`config.mk`:
```
export PLATFORM = sky130hd
export DESIGN_NAME = broadcast_index_generator
export DESIGN_NICKNAME = d
export VERILOG_FILES = /design/src/rtl/bcast_pkg.sv /design/src/rtl/bcast_cfg.sv /design/src/rtl/bcast_step.sv /design/src/rtl/bcast_skid.sv /design/src/rtl/broadcast_index_generator.sv
export SDC_FILE = /design/constraint.sdc
export NUM_CORES = 2
export LEC_CHECK = 0
export BUFFER_PORTS_ARGS = -buffer_cell sky130_fd_sc_hd__buf_2
export CAP_MARGIN = 10
export CELL_PAD_IN_SITES_DETAIL_PLACEMENT = 1
export CELL_PAD_IN_SITES_GLOBAL_PLACEMENT = 1
export CORE_ASPECT_RATIO = 0.75
export CORE_MARGIN = 4
export CORE_UTILIZATION = 47
export CTS_CLUSTER_DIAMETER = 80
export DETAILED_ROUTE_END_ITERATION = 12
export PLACE_DENSITY = 0.79
export SYNTH_ARGS = -nofsm -noshare
export SYNTH_HDL_FRONTEND = slang
export SYNTH_SLANG_ARGS = --single-unit
```
`constraint.sdc`:
```
create_clock -name clk -period 14 [get_ports clk]
set_clock_uncertainty 0.05 [all_clocks]
set_input_delay 0.7 -clock clk [delete_from_list [all_inputs] [get_ports clk]]
set_output_delay 0.7 -clock clk [all_outputs]
set_load 0.03 [all_outputs]
```
`src/rtl/bcast_pkg.sv`:
```
`timescale 1ns / 1ps
`default_nettype none
// ----------------------------------------------------------------------------
// bcast_pkg
// Shared types, widths, register indexes and helpers of the broadcast index
// generator.
// ----------------------------------------------------------------------------
package bcast_pkg;

	localparam int NUM_DIMS       = 4;
	localparam int DIM_BITS       = $clog2(NUM_DIMS);
	localparam int EXTENT_BITS    = 12;
	localparam int ADDR_BITS      = 48;
	localparam int PROD1_BITS     = 2 * EXTENT_BITS;
	localparam int PROD0_BITS     = 3 * EXTENT_BITS;
	localparam int CFG_INDEX_BITS = 3;
	localparam int IN_TDATA_BITS  = 8;
	localparam int OUT_TDATA_BITS = 3 * ADDR_BITS;
	localparam int BUSY_BITS      = 2;

	// Cycles needed after a register write until the stride products settle.
	localparam logic [BUSY_BITS-1:0] BUSY_CYCLES = 2'd2;

	// Register indexes of the configuration port.
	localparam logic [CFG_INDEX_BITS-1:0] REG_EXTENT0     = 3'd0;
	localparam logic [CFG_INDEX_BITS-1:0] REG_EXTENT1     = 3'd1;
	localparam logic [CFG_INDEX_BITS-1:0] REG_EXTENT2     = 3'd2;
	localparam logic [CFG_INDEX_BITS-1:0] REG_EXTENT3     = 3'd3;
	localparam logic [CFG_INDEX_BITS-1:0] REG_FIRST_KEEP  = 3'd4;
	localparam logic [CFG_INDEX_BITS-1:0] REG_SECOND_KEEP = 3'd5;

	typedef logic [EXTENT_BITS-1:0] extent_t;
	typedef logic [ADDR_BITS-1:0]   addr_t;
	typedef logic [NUM_DIMS-1:0]    mask_t;

	typedef struct packed {
		extent_t [NUM_DIMS-1:0] extent;
		mask_t                  first_keep;
		mask_t                  second_keep;
	} cfg_t;

	// Stride of dimension d: product of the kept extents of all inner dimensions.
	typedef struct packed {
		addr_t [NUM_DIMS-1:0] first_stride;
		addr_t [NUM_DIMS-1:0] second_stride;
	} stride_t;

	typedef struct packed {
		logic  last;
		addr_t second_index;
		addr_t first_index;
		addr_t out_index;
	} result_t;

	// An extent of zero counts as one.
	function automatic extent_t eff_extent(input extent_t e);
		eff_extent = (e == '0) ? extent_t'(1) : e;
	endfunction

	// Factor a dimension adds to an operand's running stride product.
	function automatic extent_t kept_extent(input extent_t e, input logic kept);
		kept_extent = kept ? eff_extent(e) : extent_t'(1);
	endfunction

endpackage
`default_nettype wire

```
`src/rtl/bcast_cfg.sv`:
```
`timescale 1ns / 1ps
`default_nettype none
// ----------------------------------------------------------------------------
// bcast_cfg
// Configuration registers and the operand stride products derived from them.
// ----------------------------------------------------------------------------
module bcast_cfg (
	input  wire                                    clk,
	input  wire                                    arst_n,
	input  wire                                    wr_en,
	input  wire  [bcast_pkg::CFG_INDEX_BITS-1:0]   wr_index,
	input  wire  bcast_pkg::extent_t               wr_data,
	output bcast_pkg::cfg_t                        cfg,
	output bcast_pkg::stride_t                     strides,
	output logic                                   busy
);

	bcast_pkg::extent_t [bcast_pkg::NUM_DIMS-1:0] extent_q;
	bcast_pkg::mask_t                             first_keep_q;
	bcast_pkg::mask_t                             second_keep_q;
	logic [bcast_pkg::BUSY_BITS-1:0]              busy_q;

	bcast_pkg::extent_t                  f_fac3, f_fac2, f_fac1;
	bcast_pkg::extent_t                  s_fac3, s_fac2, s_fac1;
	logic [bcast_pkg::PROD1_BITS-1:0]    f_prod1_q, s_prod1_q;
	logic [bcast_pkg::PROD0_BITS-1:0]    f_prod0_q, s_prod0_q;

	always_ff @(posedge clk or negedge arst_n) begin
		if (!arst_n) begin
			for (int d = 0; d < bcast_pkg::NUM_DIMS; d++) begin
				extent_q[d] <= bcast_pkg::extent_t'(1);
			end
			first_keep_q  <= '1;
			second_keep_q <= '1;
		end else if (wr_en) begin
			unique case (wr_index)
				bcast_pkg::REG_EXTENT0:     extent_q[0] <= wr_data;
				bcast_pkg::REG_EXTENT1:     extent_q[1] <= wr_data;
				bcast_pkg::REG_EXTENT2:     extent_q[2] <= wr_data;
				bcast_pkg::REG_EXTENT3:     extent_q[3] <= wr_data;
				bcast_pkg::REG_FIRST_KEEP:  first_keep_q <= wr_data[bcast_pkg::NUM_DIMS-1:0];
				bcast_pkg::REG_SECOND_KEEP: second_keep_q <= wr_data[bcast_pkg::NUM_DIMS-1:0];
				default: ;
			endcase
		end
	end

	// The stride products take two register stages; hold off input until done.
	always_ff @(posedge clk or negedge arst_n) begin
		if (!arst_n) begin
			busy_q <= '0;
		end else if (wr_en) begin
			busy_q <= bcast_pkg::BUSY_CYCLES;
		end else if (busy_q != '0) begin
			busy_q <= busy_q - 1'b1;
		end
	end

	assign f_fac3 = bcast_pkg::kept_extent(extent_q[3], first_keep_q[3]);
	assign f_fac2 = bcast_pkg::kept_extent(extent_q[2], first_keep_q[2]);
	assign f_fac1 = bcast_pkg::kept_extent(extent_q[1], first_keep_q[1]);
	assign s_fac3 = bcast_pkg::kept_extent(extent_q[3], second_keep_q[3]);
	assign s_fac2 = bcast_pkg::kept_extent(extent_q[2], second_keep_q[2]);
	assign s_fac1 = bcast_pkg::kept_extent(extent_q[1], second_keep_q[1]);

	always_ff @(posedge clk or negedge arst_n) begin
		if (!arst_n) begin
			f_prod1_q <= bcast_pkg::PROD1_BITS'(1);
			s_prod1_q <= bcast_pkg::PROD1_BITS'(1);
			f_prod0_q <= bcast_pkg::PROD0_BITS'(1);
			s_prod0_q <= bcast_pkg::PROD0_BITS'(1);
		end else begin
			f_prod1_q <= bcast_pkg::PROD1_BITS'(f_fac3) * bcast_pkg::PROD1_BITS'(f_fac2);
			s_prod1_q <= bcast_pkg::PROD1_BITS'(s_fac3) * bcast_pkg::PROD1_BITS'(s_fac2);
			f_prod0_q <= bcast_pkg::PROD0_BITS'(f_prod1_q) * bcast_pkg::PROD0_BITS'(f_fac1);
			s_prod0_q <= bcast_pkg::PROD0_BITS'(s_prod1_q) * bcast_pkg::PROD0_BITS'(s_fac1);
		end
	end

	always_comb begin
		cfg.extent      = extent_q;
		cfg.first_keep  = first_keep_q;
		cfg.second_keep = second_keep_q;

		strides.first_stride[3]  = bcast_pkg::addr_t'(1);
		strides.first_stride[2]  = bcast_pkg::addr_t'(f_fac3);
		strides.first_stride[1]  = bcast_pkg::addr_t'(f_prod1_q);
		strides.first_stride[0]  = bcast_pkg::addr_t'(f_prod0_q);
		strides.second_stride[3] = bcast_pkg::addr_t'(1);
		strides.second_stride[2] = bcast_pkg::addr_t'(s_fac3);
		strides.second_stride[1] = bcast_pkg::addr_t'(s_prod1_q);
		strides.second_stride[0] = bcast_pkg::addr_t'(s_prod0_q);
	end

	assign busy = (busy_q != '0);

`ifndef SYNTHESIS
	a_busy_after_write: assert property (@(posedge clk) disable iff (!arst_n)
		wr_en |=> busy ##1 busy)
		else $error("stride settle window shorter than two cycles");

	a_prod_follows: assert property (@(posedge clk) disable iff (!arst_n)
		!wr_en && !busy |-> f_prod0_q == bcast_pkg::PROD0_BITS'(f_prod1_q) *
			bcast_pkg::PROD0_BITS'(f_fac1))
		else $error("first operand stride product stale while idle");

	a_busy_ends: assert property (@(posedge clk) disable iff (!arst_n)
		busy && !wr_en |=> ##1 !busy || $past(wr_en))
		else $error("settle window does not end");
`endif

endmodule
`default_nettype wire

```
`src/rtl/bcast_step.sv`:
```
`timescale 1ns / 1ps
`default_nettype none
// ----------------------------------------------------------------------------
// bcast_step
// Mixed-radix position counter with incremental output and operand indices.
// ----------------------------------------------------------------------------
module bcast_step (
	input  wire                 clk,
	input  wire                 arst_n,
	input  wire                 clr,
	input  wire                 accept,
	input  wire                 restart,
	input  wire  bcast_pkg::cfg_t    cfg,
	input  wire  bcast_pkg::stride_t strides,
	output bcast_pkg::result_t  res
);

	bcast_pkg::extent_t [bcast_pkg::NUM_DIMS-1:0] pos_q, pos_cur, pos_next;
	bcast_pkg::addr_t   lin_q, fo_q, so_q;
	bcast_pkg::addr_t   lin_cur, fo_cur, so_cur;
	bcast_pkg::addr_t   lin_next, fo_next, so_next;
	bcast_pkg::addr_t   f_sub, s_sub;
	logic [bcast_pkg::NUM_DIMS-1:0] wrap;
	logic [bcast_pkg::DIM_BITS-1:0] carry;
	logic                           found;

	always_comb begin
		pos_cur = restart ? '0 : pos_q;
		lin_cur = restart ? '0 : lin_q;
		fo_cur  = restart ? '0 : fo_q;
		so_cur  = restart ? '0 : so_q;

		for (int d = 0; d < bcast_pkg::NUM_DIMS; d++) begin
			wrap[d] = ({1'b0, pos_cur[d]} + 1'b1) >=
				{1'b0, bcast_pkg::eff_extent(cfg.extent[d])};
		end

		// The innermost dimension that does not wrap takes the carry.
		found = 1'b0;
		carry = '0;
		for (int d = bcast_pkg::NUM_DIMS - 1; d >= 0; d--) begin
			if (!found && !wrap[d]) begin
				found = 1'b1;
				carry = bcast_pkg::DIM_BITS'(d);
			end
		end

		for (int d = 0; d < bcast_pkg::NUM_DIMS; d++) begin
			if (!found || bcast_pkg::DIM_BITS'(d) > carry) begin
				pos_next[d] = '0;
			end else if (bcast_pkg::DIM_BITS'(d) == carry) begin
				pos_next[d] = pos_cur[d] + 1'b1;
			end else begin
				pos_next[d] = pos_cur[d];
			end
		end

		// All inner dimensions sit at their maximum when the carry lands on a
		// dimension, so their contribution to an operand index is stride - 1.
		// A kept dimension then advances the index by one; a broadcast one
		// drops back by stride - 1.
		f_sub = cfg.first_keep[carry]  ? '0 : strides.first_stride[carry];
		s_sub = cfg.second_keep[carry] ? '0 : strides.second_stride[carry];

		lin_next = found ? lin_cur + 1'b1 : '0;
		fo_next  = found ? fo_cur + bcast_pkg::addr_t'(1) - f_sub : '0;
		so_next  = found ? so_cur + bcast_pkg::addr_t'(1) - s_sub : '0;

		res.out_index    = lin_cur;
		res.first_index  = fo_cur;
		res.second_index = so_cur;
		res.last         = &wrap;
	end

	always_ff @(posedge clk or negedge arst_n) begin
		if (!arst_n) begin
			pos_q <= '0;
			lin_q <= '0;
			fo_q  <= '0;
			so_q  <= '0;
		end else if (clr) begin
			pos_q <= '0;
			lin_q <= '0;
			fo_q  <= '0;
			so_q  <= '0;
		end else if (accept) begin
			pos_q <= pos_next;
			lin_q <= lin_next;
			fo_q  <= fo_next;
			so_q  <= so_next;
		end
	end

`ifndef SYNTHESIS
	a_wrap_to_zero: assert property (@(posedge clk) disable iff (!arst_n)
		accept && res.last && !clr |=> lin_q == '0 && fo_q == '0 && so_q == '0)
		else $error("counter does not wrap to zero after the final element");

	a_linear_step: assert property (@(posedge clk) disable iff (!arst_n)
		accept && !res.last && !clr |=> lin_q == $past(res.out_index) + 1'b1)
		else $error("output index does not advance by one");

	a_clear: assert property (@(posedge clk) disable iff (!arst_n)
		clr |=> pos_q == '0 && lin_q == '0)
		else $error("register write does not clear the position");
`endif

endmodule
`default_nettype wire

```
`src/rtl/bcast_skid.sv`:
```
`timescale 1ns / 1ps
`default_nettype none
// ----------------------------------------------------------------------------
// bcast_skid
// Output register with a skid stage so input can be taken while a result
// waits on the output.
// ----------------------------------------------------------------------------
module bcast_skid (
	input  wire                 clk,
	input  wire                 arst_n,
	input  wire                 in_valid,
	input  wire  bcast_pkg::result_t in_data,
	output logic                in_ready,
	output logic                out_valid,
	input  wire                 out_ready,
	output bcast_pkg::result_t  out_word
);

	logic               main_valid_q, skid_valid_q;
	bcast_pkg::result_t main_q, skid_q;
	logic               main_free;

	assign main_free = !main_valid_q || out_ready;
	assign in_ready  = !skid_valid_q;

	always_ff @(posedge clk or negedge arst_n) begin
		if (!arst_n) begin
			main_valid_q <= 1'b0;
			skid_valid_q <= 1'b0;
		end else if (main_free) begin
			main_valid_q <= skid_valid_q || in_valid;
			skid_valid_q <= 1'b0;
		end else if (in_valid) begin
			skid_valid_q <= 1'b1;
		end
	end

	always_ff @(posedge clk) begin
		if (main_free) begin
			main_q <= skid_valid_q ? skid_q : in_data;
		end else if (in_valid) begin
			skid_q <= in_data;
		end
	end

	assign out_valid = main_valid_q;
	assign out_word  = main_q;

`ifndef SYNTHESIS
	a_skid_behind_main: assert property (@(posedge clk) disable iff (!arst_n)
		skid_valid_q |-> main_valid_q)
		else $error("skid stage holds a word while the output is empty");

	a_skid_on_stall: assert property (@(posedge clk) disable iff (!arst_n)
		$rose(skid_valid_q) |-> $past(main_valid_q && !out_ready && in_valid))
		else $error("skid stage loaded without an output stall");

	a_no_overrun: assert property (@(posedge clk) disable iff (!arst_n)
		skid_valid_q |-> !in_valid)
		else $error("word offered while the skid stage is full");
`endif

endmodule
`default_nettype wire

```
`src/rtl/broadcast_index_generator.sv`:
```
`timescale 1ns / 1ps
`default_nettype none
// ----------------------------------------------------------------------------
// broadcast_index_generator
// Address generator for a binary elementwise operation with NumPy-style
// broadcasting over four dimensions.
// ----------------------------------------------------------------------------
//
// Channel  Direction  Signals                               Word
// s_       in         s_tvalid s_tready s_tdata[7:0]        step request
// m_       out        m_tvalid m_tready m_tdata m_tlast     three indices + last
// cfg_     in         cfg_valid cfg_ready cfg_index cfg_data register write
//
// One step request is taken every cycle while s_tready is high; its result
// reaches m_ through the output register. The counter state feeds a 48-bit
// add and subtract per operand index and a small carry search, so nothing
// limits the rate below one word per clock. A skid stage lets the input keep
// flowing for one word while m_ stalls. A register write holds s_tready low
// while the registered stride products (a 12x12 then a 24x12 multiply) settle.
// Reset sets every extent to one, both keep masks to all ones and the counter
// to element zero; there is no clearing pass.
//
module broadcast_index_generator (
	input  wire                                      clk,
	input  wire                                      arst_n,
	// Bit 0: restart; bits 7:1 unused.
	input  wire  [bcast_pkg::IN_TDATA_BITS-1:0]      s_tdata,
	input  wire                                      s_tvalid,
	output logic                                     s_tready,
	// Bits 47:0 out_index, 95:48 first_index, 143:96 second_index.
	output logic [bcast_pkg::OUT_TDATA_BITS-1:0]     m_tdata,
	output logic                                     m_tlast,
	output logic                                     m_tvalid,
	input  wire                                      m_tready,
	input  wire                                      cfg_valid,
	output logic                                     cfg_ready,
	input  wire  [bcast_pkg::CFG_INDEX_BITS-1:0]     cfg_index,
	input  wire  bcast_pkg::extent_t                 cfg_data
);

	bcast_pkg::cfg_t    cfg;
	bcast_pkg::stride_t strides;
	bcast_pkg::result_t step_res, out_res;
	logic               busy;
	logic               cfg_wr;
	logic               accept;
	logic               skid_ready;

	// Registers always writable; user writes only when block idle, unenforced.
	assign cfg_ready = 1'b1;
	assign cfg_wr    = cfg_valid && cfg_ready;

	// Input waits while the strides settle, while a write is offered (it
	// clears the counter), and while the skid stage is full.
	assign s_tready = !busy && !cfg_valid && skid_ready;
	assign accept   = s_tvalid && s_tready;

	bcast_cfg u_cfg (
		.clk      (clk),
		.arst_n   (arst_n),
		.wr_en    (cfg_wr),
		.wr_index (cfg_index),
		.wr_data  (cfg_data),
		.cfg      (cfg),
		.strides  (strides),
		.busy     (busy)
	);

	// The counter emits the indices of the current element and advances on
	// every accepted word; a restart word emits element zero.
	bcast_step u_step (
		.clk     (clk),
		.arst_n  (arst_n),
		.clr     (cfg_wr),
		.accept  (accept),
		.restart (s_tdata[0]),
		.cfg     (cfg),
		.strides (strides),
		.res     (step_res)
	);

	bcast_skid u_skid (
		.clk       (clk),
		.arst_n    (arst_n),
		.in_valid  (accept),
		.in_data   (step_res),
		.in_ready  (skid_ready),
		.out_valid (m_tvalid),
		.out_ready (m_tready),
		.out_word  (out_res)
	);

	assign m_tdata = {out_res.second_index, out_res.first_index, out_res.out_index};
	assign m_tlast = out_res.last;

`ifndef SYNTHESIS
	a_hold_after_write: assert property (@(posedge clk) disable iff (!arst_n)
		cfg_wr |=> !s_tready ##1 !s_tready)
		else $error("input taken before the strides settled");

	a_accept_idle_cfg: assert property (@(posedge clk) disable iff (!arst_n)
		accept |-> !busy && !cfg_wr)
		else $error("word accepted together with a register update");

	a_result_follows: assert property (@(posedge clk) disable iff (!arst_n)
		accept |=> m_tvalid)
		else $error("accepted word produced no result");
`endif

endmodule
`default_nettype wire
```
==> reports/metrics.yaml <==
run_status: "finished, final reports clean"
placed_area_sq_um: 62500
holdPathEnd: "u_cfg.cfg[16]$_DFFE_PN0P_"
initial_core_util_pct: 47.5
ys.flop_type: "dfrtp_1"
grt_pass1_vias: 50753
hpwl_um: 137000
die_h_um: 318
swShare_pct: 45.4
holdCritPathClass: "in2reg"
cpMaxStageDelayCell: "o21ai_1"
syn_avg_cell_area_sq_um: 9.71
die_area_sq_um: 134000
timing.rr.end: "u_step.so_q[47]$_DFFE_PN0P_"
seqCellArea_sq_um: 18000
synth_seq_area_share_pct: 29.9
core_area_sq_um: 127000
cts-root-buf: "clkbuf_16"
powerDensity_nw_per_um2: 158
yosysWarnings: 0
synth_seq_cells: 662
first_pass_iters: 5
routed_wl_um: 184000
startpoint_type: "register"
p_int_mw: 5.61
syn-num-nets: 7373
synth.distinct_cells: 96
synth_async_sr_flop_share_pct: 56.2
detail_route.vias_per_cell: 5.82
rsz0062_at_grt: "no"
hold_viol: 0
crit_path_max_fanout: 28
maxCapViolations: 0
cts_buffers: 73
endpoint_kind: "register"
ios: 176
comb_power_share_pct: 52.6
dp.cells: 7802
multi_input_area_sq_um: 38100
n_fill_cell: 14171
gp_congestion: 0.939
ant_nets: 0
final_area_sq_um: 65100
ys_top_cells_by_count: "1015 x nand2_1, 798 x inv_1, 642 x fa_1"
die_x_um: 422
synthTopCellsByArea: "fa_1 21%, dfrtp_1 15%, edfxtp_1 14%"
leakage_nw: 31.2
antenna_found_initial: 3
slew-limit-headroom_pct: 15.3
max_freq_mhz: 96.7
post-cts-setup-buffers: 0
synth_top_area_share_pct: 21.3
fp-row-count: 113
grt_max_degree: 82
fin_crit_ns: 10.34
num_vias: 46256
overflow: 0
irDropWorstVdd_mv: 0.147
io_buffers: 167
drc: 0
synth.most_common_cell: "nand2_1"
ctsResizeCount: 0
p_seq_share_pct: 27.4
rr_worst_depth: 31
synth_edf_count: 290
cp_slowest_stage_delay_ns: 1.04
critical_path_class: "reg2reg"
slew_violations: 0
hold_ws_ns: 0.319
cts.sinks: 662
worst_ep_arrival_time_ns: 10.81
setup_tns_ns: 0
finalPower_mw: 10.3
area_growth_syn_to_layout_pct: 7.89
yosysTopAreaCell: "fa_1"
setup_viol: 0
clockPowerShare_pct: 20.0
reg2reg_slack_ns: 3.66
clk_pin_slew_ns: 0.06
first_iter_violations: 3374
grt_usage_pct: 27.4
worst_pin_slew_ns: 1.27
instances_no_fill: 7941
layout-drive-gt1-share_pct: 8.83
synth_area_sq_um: 60300
insertion_delay_ns: 0.69
ctsHtreeMaxLevel: 3
cp.required_ns: 14.47
finalCritPeriodShare_pct: 73.9
cts_tree: "done"
grt_pass1_wl_um: 292000
r2r-start: "u_step.pos_q[12]$_DFFE_PN0P_"
final_nets: 7372
hold_path_depth: 3
netlist_instances: 6213
switching_power_mw: 4.66
cts_buffer_depth: 3
post_drt_wl_per_cell_um: 23.2
holdCritStartpoint: "cfg_data[8]"
holdBufCountCts: 1
==> state kept, by name, indices dropped and copies added (netlist names) <==
register             cells
u_skid.skid_valid_q      1
u_skid.skid_q          145
u_cfg.second_keep_q      4
u_cfg.f_prod0_q         36
u_cfg.s_prod0_q         36
u_step.pos_q            48
u_step.so_q             48
u_step.lin_q            48
u_cfg.s_prod1_q         24
u_cfg.first_keep_q       4
u_cfg.busy_q             2
u_skid.out_valid         1
u_cfg.cfg               48
u_step.fo_q             48
u_skid.out_word        145
u_cfg.f_prod1_q         24
==> critical path, delay by kind of cell, from the launching register on <==
| family | cells | cell delay (ns) |
|---|---|---|
| buffers and inverters | 2 | 0.48 |
| DFF | 1 | 0.40 |
| xor gates and xnor gates | 2 | 0.40 |
| and+or+nand+nor | 6 | 1.86 |
| AOI/OAI and AO/OA | 16 | 5.30 |
| adders and majority gates | 5 | 1.67 |
==> metrics by stage <==
stage               utilization, %  worst slack (ns)
floorplan                        -             0.916
global placement              49.2              3.72
detailed placement            49.2              3.39
CTS                           51.2              3.86
global route                  51.2              3.14
finish                        51.2              3.66
==> final cells by class <==
class / count / area share (%)
clock inverter: 49 / 0.883
timing repair buffer: 226 / 2.01
multi-input combinational: 4450 / 58.6
clock buffer: 86 / 2.96
sequential: 662 / 27.7
tap: 1667 / 3.21
inverter: 799 / 4.61
antenna: 2 / 0.00769
==> how the worst max path moves through the flow <==
stage	to	slack [ns]	cells after the start	startpoint
after floorplan	u_skid.skid_q[0]$_DFFE_PP_	0.92	2	m_tready
after global placement	u_step.so_q[47]$_DFFE_PN0P_	3.72	32	s_tdata[0]
after detailed placement	u_step.so_q[47]$_DFFE_PN0P_	3.39	32	s_tdata[0]
after CTS	u_step.so_q[47]$_DFFE_PN0P_	3.86	31	u_step.pos_q[12]$_DFFE_PN0P_
after global routing	u_step.so_q[47]$_DFFE_PN0P_	3.14	31	u_step.pos_q[12]$_DFFE_PN0P_
final	u_step.so_q[47]$_DFFE_PN0P_	3.66	31	u_step.pos_q[12]$_DFFE_PN0P_
==> power groups by stage <==
stage,clock (mW),combinational [mW],sequential (mW)
finish,2.05,5.40,2.82
global route,2.17,6.07,2.84
CTS,2.08,5.42,2.79
detailed placement,0,5.34,2.83
global placement,0,5.07,2.81
floorplan,0,3.84,2.62
==> kinds of logic (layout without fill, tap and decap cells) <==
family	count (synthesis)	in the layout	synth area share, %
AO/OA/AOI/OAI	926	926	9.90
XOR/XNOR	234	234	3.40
adder cells (fa/ha/maj)	1132	1132	31.5
buffers and inverters	1101	1160	6.94
flip-flops	662	662	29.9
multiplexers	176	176	3.23
other	1	3	0.00622
AND/OR/NAND/NOR	1981	1981	15.1
==> routing by layer <==
layer	global-route usage, %	share of wire, %	wire length [um]	vias to the layer above
met1	38.0	44	80700	23997
met5	0	0	0	-
li1	-	-	-	20442
met2	44.4	47	85800	1472
met3	4.71	6.4	11800	345
met4	8.32	3.1	5760	0
==> cell usage in the layout, fill, tap and decap left out, types with 13 or more instances in the layout <==
cell       Yosys  routed
o21ai_0      295     295
nand4_1       21      21
fa_1         642     642
buf_2         13     165
clkbuf_16      0      74
mux2i_1       28      28
dfstp_2       16      16
nand3b_1      13      13
o21ai_1       15      15
a211oi_1      22      22
ha_1         490     490
and3_1       203     203
xnor2_1      142     142
buf_4          5      57
nor2b_1      143     143
nor4_1        18      18
dfrtp_1      356     355
edfxtp_1     290     290
a21oi_1      190     190
a31oi_1       29      29
o21a_1        22      22
nand2b_1      26      25
inv_1        798     798
o21bai_1      32      32
o31ai_1       13      13
nand3_1      118     118
nand2_1     1015    1015
nor2_1       267     264
or3_1         16      16
a211o_1       26      26
a22o_1        51      51
mux2_2       148     148
and2_1        64      67
xor2_1        92      92
nor3_1        29      29
a21o_1       106     105
(Power assumes the default switching activity.)
